$ cat src/sv/bma_pkg.sv
// Shared constants and types for the binary32 magnitude adder.
// No dependencies.
package bma_pkg;
	localparam int FRAC_W = 23;
	localparam int EXP_W  = 8;
	localparam int SIG_W  = FRAC_W + 1;
	localparam int WORD_W = 32;
	localparam int SUM_W  = EXP_W + FRAC_W;

	// aligned operand pair handed from align to add
	typedef struct packed {
		logic [EXP_W-1:0] big_e;
		logic [SIG_W-1:0] big_m;
		logic [SIG_W-1:0] small_m;
	} align_t;
endpackage

$ cat src/sv/binary32_magnitude_adder.sv
// Top level of the binary32 magnitude adder.
// Depends on bma_pkg, bma_align and bma_add.
//
// Usage:
//   Input channel carries operand_a/operand_b; a word is taken when in_valid
//   is high and in_stall is low. Signs are ignored, every operand is treated
//   as normal with a hidden one, and the fraction is truncated.
//   Output channel carries sum_bits and exponent_overflow under out_valid /
//   out_stall.
//   An accepted word passes the input register, then the result register,
//   before out_valid. Throughput: one word per cycle while the receiver does
//   not stall; the align/add path between the two registers sets the clock rate.
//   in_stall is raised only when the result register holds a word that the
//   receiver stalls and the input register is full too; while stalled,
//   outputs hold.
//   Reset (arst_n low) empties both registers; no word is in flight after.
module binary32_magnitude_adder (
	input  logic                      clk,
	input  logic                      arst_n,
	input  logic                      in_valid,
	output logic                      in_stall,
	input  logic [bma_pkg::WORD_W-1:0] operand_a,
	input  logic [bma_pkg::WORD_W-1:0] operand_b,
	output logic                      out_valid,
	input  logic                      out_stall,
	output logic [bma_pkg::SUM_W-1:0] sum_bits,
	output logic                      exponent_overflow
);
	import bma_pkg::*;

	logic              v_s1, v_s2;
	logic [WORD_W-1:0] a_s1, b_s1;
	logic [SUM_W-1:0]  sum_s2;
	logic              ovf_s2;
	logic              adv_s2, adv_s1;
	align_t            aligned;
	logic [SUM_W-1:0]  sum_c;
	logic              ovf_c;

	assign adv_s2   = !v_s2 || !out_stall;
	assign adv_s1   = !v_s1 || adv_s2;
	assign in_stall = !adv_s1;

	bma_align u_align (.operand_a(a_s1), .operand_b(b_s1), .aligned(aligned));
	bma_add   u_add   (.aligned(aligned), .sum_bits(sum_c), .exponent_overflow(ovf_c));

	always_ff @(posedge clk or negedge arst_n) begin
		if (!arst_n) begin
			v_s1 <= 1'b0;
			v_s2 <= 1'b0;
		end else begin
			if (adv_s1) v_s1 <= in_valid;
			if (adv_s2) v_s2 <= v_s1;
		end
	end

	always_ff @(posedge clk) begin
		if (adv_s1 && in_valid) begin
			a_s1 <= operand_a;
			b_s1 <= operand_b;
		end
		if (adv_s2 && v_s1) begin
			sum_s2 <= sum_c;
			ovf_s2 <= ovf_c;
		end
	end

	assign out_valid         = v_s2;
	assign sum_bits          = sum_s2;
	assign exponent_overflow = ovf_s2;

`ifndef NO_ASSERTIONS
	// stall toward the sender only when both stages are full and blocked
	a_stall_full: assert property (@(posedge clk) disable iff (!arst_n)
		in_stall |-> (v_s1 && v_s2 && out_stall))
		else $error("in_stall without a full blocked pipeline");
	// an accepted word reaches the result register when the output is free
	a_move: assert property (@(posedge clk) disable iff (!arst_n)
		(v_s1 && !(v_s2 && out_stall)) |=> v_s2)
		else $error("word lost between stages");
	// a blocked result holds its value
	a_hold: assert property (@(posedge clk) disable iff (!arst_n)
		(out_valid && out_stall) |=> (out_valid && $stable(sum_bits)
		&& $stable(exponent_overflow)))
		else $error("stalled result changed");
`endif
endmodule

$ cat src/sv/bma_align.sv
// Exponent compare and right alignment of the smaller significand.
// Depends on bma_pkg.
module bma_align (
	input  logic [bma_pkg::WORD_W-1:0] operand_a,
	input  logic [bma_pkg::WORD_W-1:0] operand_b,
	output bma_pkg::align_t            aligned
);
	import bma_pkg::*;

	logic [EXP_W-1:0] ea, eb, diff;
	logic [SIG_W-1:0] ma, mb, sm;
	logic             a_big;

	always_comb begin
		ea    = operand_a[WORD_W-2 -: EXP_W];
		eb    = operand_b[WORD_W-2 -: EXP_W];
		ma    = {1'b1, operand_a[FRAC_W-1:0]};
		mb    = {1'b1, operand_b[FRAC_W-1:0]};
		a_big = (ea >= eb);
		diff  = a_big ? (ea - eb) : (eb - ea);
		sm    = a_big ? mb : ma;
		aligned.big_e   = a_big ? ea : eb;
		aligned.big_m   = a_big ? ma : mb;
		// shifts of 24 or more clear the operand completely
		aligned.small_m = (diff >= EXP_W'(SIG_W)) ? '0 : (sm >> diff);
	end
endmodule

$ cat src/sv/bma_add.sv
// Significand add, one-bit normalize and exponent bump.
// Depends on bma_pkg.
module bma_add (
	input  bma_pkg::align_t           aligned,
	output logic [bma_pkg::SUM_W-1:0] sum_bits,
	output logic                      exponent_overflow
);
	import bma_pkg::*;

	logic [SIG_W:0]   sum;
	logic [EXP_W:0]   res_e;
	logic [FRAC_W-1:0] frac;

	always_comb begin
		sum   = {1'b0, aligned.big_m} + {1'b0, aligned.small_m};
		res_e = {1'b0, aligned.big_e} + {{EXP_W{1'b0}}, sum[SIG_W]};
		frac  = sum[SIG_W] ? sum[SIG_W-1:1] : sum[FRAC_W-1:0];
		sum_bits          = {res_e[EXP_W-1:0], frac};
		exponent_overflow = res_e[EXP_W];
	end
endmodule

$ cat config.mk
export PLATFORM = sky130hd
export DESIGN_NAME = binary32_magnitude_adder
export DESIGN_NICKNAME = d
export VERILOG_FILES = /design/src/sv/bma_pkg.sv /design/src/sv/binary32_magnitude_adder.sv /design/src/sv/bma_align.sv /design/src/sv/bma_add.sv
export SDC_FILE = /design/constraint.sdc
export NUM_CORES = 1
export LEC_CHECK = 0
export BUFFER_PORTS_ARGS = -buffer_cell sky130_fd_sc_hd__buf_2
export CORE_AREA = 2 2 121 123
export CTS_CLUSTER_SIZE = 40
export DETAILED_ROUTE_END_ITERATION = 8
export DIE_AREA = 0 0 123 125
export HOLD_SLACK_MARGIN = 0.15
export PLACE_DENSITY = 0.82
export SLEW_MARGIN = 20
export SYNTH_ARGS = -nofsm -noshare
export SYNTH_HDL_FRONTEND = slang
export SYNTH_SLANG_ARGS = --single-unit
$ cat constraint.sdc
create_clock -name clk -period 6.4 [get_ports clk]
set_input_delay 0.64 -clock clk [delete_from_list [all_inputs] [get_ports clk]]
set_output_delay 0.64 -clock clk [all_outputs]
set_load 0.005 [all_outputs]
==> results.txt <==
* Worst skew pair latency: 360 ps
- Input/output buffers: 99
* Count of filler cells inserted in the layout: 1,185
- Counting cells, the worst reg-to-reg path comes to 27.
- Post-synth EDFFs: 94
- The endpoint identified for the worst register-to-register timing path is sum_bits[29].
- Across the VDD grid, the largest voltage drop is 0.179 mV.
- Summed over all layers, the routed wires come to between 15 and 20 mm.
- Cell internal pwr: 1.39 mW
* DR DRC count: 0
- Summed over all nets, the switching power comes to about 0.73 mW.
- Setup Viol. Count Final: 0
- For this block, the via count after detailed routing is 5,998.
- CTS tree: built
* CTS buffer count: 9
* Layout overhead on the synthesized area: 18.4%
* Largest net degree at the start of global routing: between 60 and 70
- I/O Pins: between 100 and 150
* Fraction of the yosys area taken by sequential cells: 0.394
- The total overflow left after global routing is 0.
- Routability cong.: just under 1
- Using the TritonRoute via totals, the vias-per-cell ratio works out to around 5.9.
- STA puts the critical path data required time at between 6000 and 7000 ps.
- In this run the worst hold path is classified as input port to flip-flop.
* Type of element launching the critical path: flip-flop
* Share of post-route cells with drive strength above 1: 0.277
* Nets: roughly 940
- Clock-pin slew was measured on the worst setup and hold paths at around 70 ps.
* Final critical path time including I/O delays and setup: 6070 ps
- After routing the design area is ~8600 um2.
- GR Util All Layers: 0.227
- Power spread over the standard cell area amounts to between 200 and 250 nW/um2.
- DIE HEIGHT: between 100 and 150 um
* Cell count after synthesis: ~700
- The floorplan has 44 rows.
- Placeable core region: between 10,000 and 15,000 um2
- The H-tree was split into 3 levels.
* Final Max Tran Viols: 0
- Half-perimeter wire length of the detailed placement result: about 13 mm
* Mean instance size in the synthesized netlist: 10.3 um2
- Register-to-Register Setup Slack: 330 ps
- In the finished design, the share of the clock period the worst path needs comes to 0.948.
- Kind of end point of the critical path: flip-flop
- Yosys printed 0 warnings.
- The final count of hold timing violations was 0.
- Counting every sink on the clock net gives 96.
- DR iter-0 viols: approximately 530
- Summing all placed instances gives a cell area of 8160 um2.
- Type of the worst setup path: flip-flop to flip-flop
- Synthesis produced a netlist with a net count of 819.
- The floorplan step defined a die boundary enclosing 15,400 um2.
- The via count of the first global-routing pass was roughly 5,400.
- Total power after layout: ~2.1 mW
- Largest fanout on the critical path: 9
- The run finished with clean final reports.
- End of the worst hold path: b_s1[5]
- Initial cell density of the core: 0.513
- In this run the clock root is driven by a clkbuf_16.
- Achievable Freq: 165 MHz
- The detail route stage leaves a number of antenna-violating nets equal to 0.
* Antenna violations before repair: 0
* Startpoint of the most critical hold path: operand_b[5]
* Primary flip-flop cell chosen by synthesis mapping: edfxtp_1
- The share of total power dissipated in sequential elements is 0.372.
- Global-route wire length before repair: around 27 mm
* Fraction of power consumed by the clock network: 0.253
- Count of max-cap constraint violations: 0
- Portion of total power attributed to combinational logic: 0.375
- Post-DR wirelength/cell: approximately 17 um
* Number of unique standard cell types used by synthesis: between 70 and 80
- WP data arrival: 6180 ps
* Detailed-router iteration count before antenna repair: 5
* Leakage power: about 3.6 nW
- Headroom to the max-slew limit came out at 0.344.
- Die outline width: about 120 um
- Syn Std Cell Area: approximately 7300 um2
- Switching power share of the total: 0.346
- Clock Skews: between 10 and 15 ps
- In the synthesized netlist the async set-or-reset flop fraction comes to 0.0208.
* #FFs+latches synth: 96
- In this run the critical register-to-register path is launched from b_s1[23].
- The longest clock path from root to sink contains 2 buffers.
* Worst Max-Slew Pin Slew: roughly 980 ps
- Counting instances, the worst hold path has a depth of 1.
- Final antenna diode count: 0
registers in the layout, summed over array words and instances (netlist names):
name	count
exponent_overflow	1
sum_bits	31
v_s1	1
out_valid	1
b_s1	31
a_s1	31
critical path, cell delays in order, from the launching register on:
cell,delay [ps]
edfxtp_1,410
ha_1,230
fa_1,420
nand3b_1,240
a31o_2,290
nand3_4,150
buf_12,160
buf_4,120
mux4_2,510
mux2i_1,220
nand2_1,80
a31oi_1,200
o211ai_1,150
ha_1,340
buf_4,130
nand2_1,50
or2_1,250
or3_1,370
a21o_1,210
a211oi_2,210
buf_4,180
nor2_8,40
inv_2,50
ha_1,170
ha_1,200
nand2_1,90
a21o_1,200
xnor2_1,130
logic make-up (layout without fill, tap and decap cells):
family / count (synthesis) / after routing / share of synthesized area
buf+inv: 54 / 184 / 0.0324
flops: 96 / 96 / 0.394
mux: 65 / 65 / 0.139
xor+xnor: 24 / 24 / 0.0288
fa+ha+maj: 43 / 43 / 0.0769
compound gates: 149 / 149 / 0.144
simple gates: 277 / 277 / 0.185
cells in the mapped netlist, types with 6 or more instances:
cell type / number / area share
and3_1: 7 / 0.0060
nor3_1: 16 / 0.011
a21o_1: 13 / 0.013
or3_1: 11 / 0.0094
xor2_1: 8 / 0.0096
nand2b_1: 7 / 0.0060
o22ai_1: 6 / 0.0051
xnor2_1: 16 / 0.019
nand3_1: 31 / 0.021
nor2b_1: 9 / 0.0077
nand4_1: 6 / 0.0051
ha_1: 40 / 0.069
mux2i_1: 24 / 0.033
a21oi_1: 33 / 0.023
buf_2: 9 / 0.0062
inv_1: 24 / 0.012
mux4_2: 26 / 0.080
clkbuf_1: 15 / 0.0077
edfxtp_1: 94 / 0.39
and2_1: 7 / 0.0060
o21a_1: 9 / 0.0093
nor2_1: 22 / 0.011
o21ai_0: 23 / 0.016
nand2_1: 133 / 0.068
a31oi_1: 6 / 0.0051
metrics by stage:
step                worst slack [ps]   util  cells  hold slack [ps]  TNS (ps)
floorplan                        363      -    708              344         0
global placement                 279  0.574    996              425         0
detailed placement               226  0.574    996              428         0
CTS                              204  0.597   1013              441         0
global route                   -25.6  0.608   1022              434     -25.6
finish                           331  0.608   1022              451         0
power groups by stage:
stage	clock [mW]	combinational, mW	sequential, mW
2_1_floorplan	0	0.528	0.804
4_1_cts	0.549	0.752	0.792
3_3_place_gp	0	0.744	0.803
5_1_grt	0.582	0.865	0.798
6_report	0.537	0.797	0.792
3_5_place_dp	0	0.747	0.805
cells in the final DEF (no fill, tap or decap), types with 9 or more instances in the layout:
cell type  netlist  layout
nand2_1        133     133
a21o_1          13      13
o21a_1           9       9
nor3_1          16      16
edfxtp_1        94      94
a21oi_1         33      32
inv_1           24      24
mux2i_1         24      23
clkbuf_16        0      11
xnor2_1         16      16
o21ai_0         23      23
ha_1            40      37
nor2_1          22      22
nand3_1         31      29
buf_2            9      99
buf_4            2      40
or3_1           11      11
mux4_2          26      26
per-layer routing:
metal | global-route usage | wire length [um]
met1 | 0.352 | 8210
met2 | 0.330 | 7710
met3 | 0.0433 | 1170
met4 | 0.0535 | 234
met5 | 0 | 0
worst max path at each step:
stage	start	endpoint	slack [ps]	cells past startpoint
2_1_floorplan	b_s1[23]	sum_bits[29]	360	25
3_3_place_gp	b_s1[23]	sum_bits[29]	280	26
3_5_place_dp	a_s1[23]	sum_bits[29]	230	26
4_1_cts	a_s1[23]	sum_bits[29]	200	26
5_1_grt	b_s1[23]	sum_bits[29]	-30	26
6_report	b_s1[23]	sum_bits[29]	330	27
timing repair:
action,in CTS,in global routing
setup buffers,0,7
gates resized for setup,0,13
hold buffers,1,0
endpoints found under the hold margin,2,0
endpoints found under the setup margin,0,12
cell type report:
| cell class | count | area [um2] | area share |
|---|---|---|---|
| Multi-Input combinational cell | 558 | 4250 | 0.493 |
| Inverter | 25 | 93.8 | 0.0109 |
| Clock buffer | 9 | 225 | 0.0261 |
| Timing Repair Buffer | 143 | 876 | 0.101 |
| Tap cell | 184 | 230 | 0.0267 |
| Sequential cell | 96 | 2870 | 0.333 |
| Clock inverter | 7 | 80.1 | 0.00928 |
(Power assumes the default switching activity.)
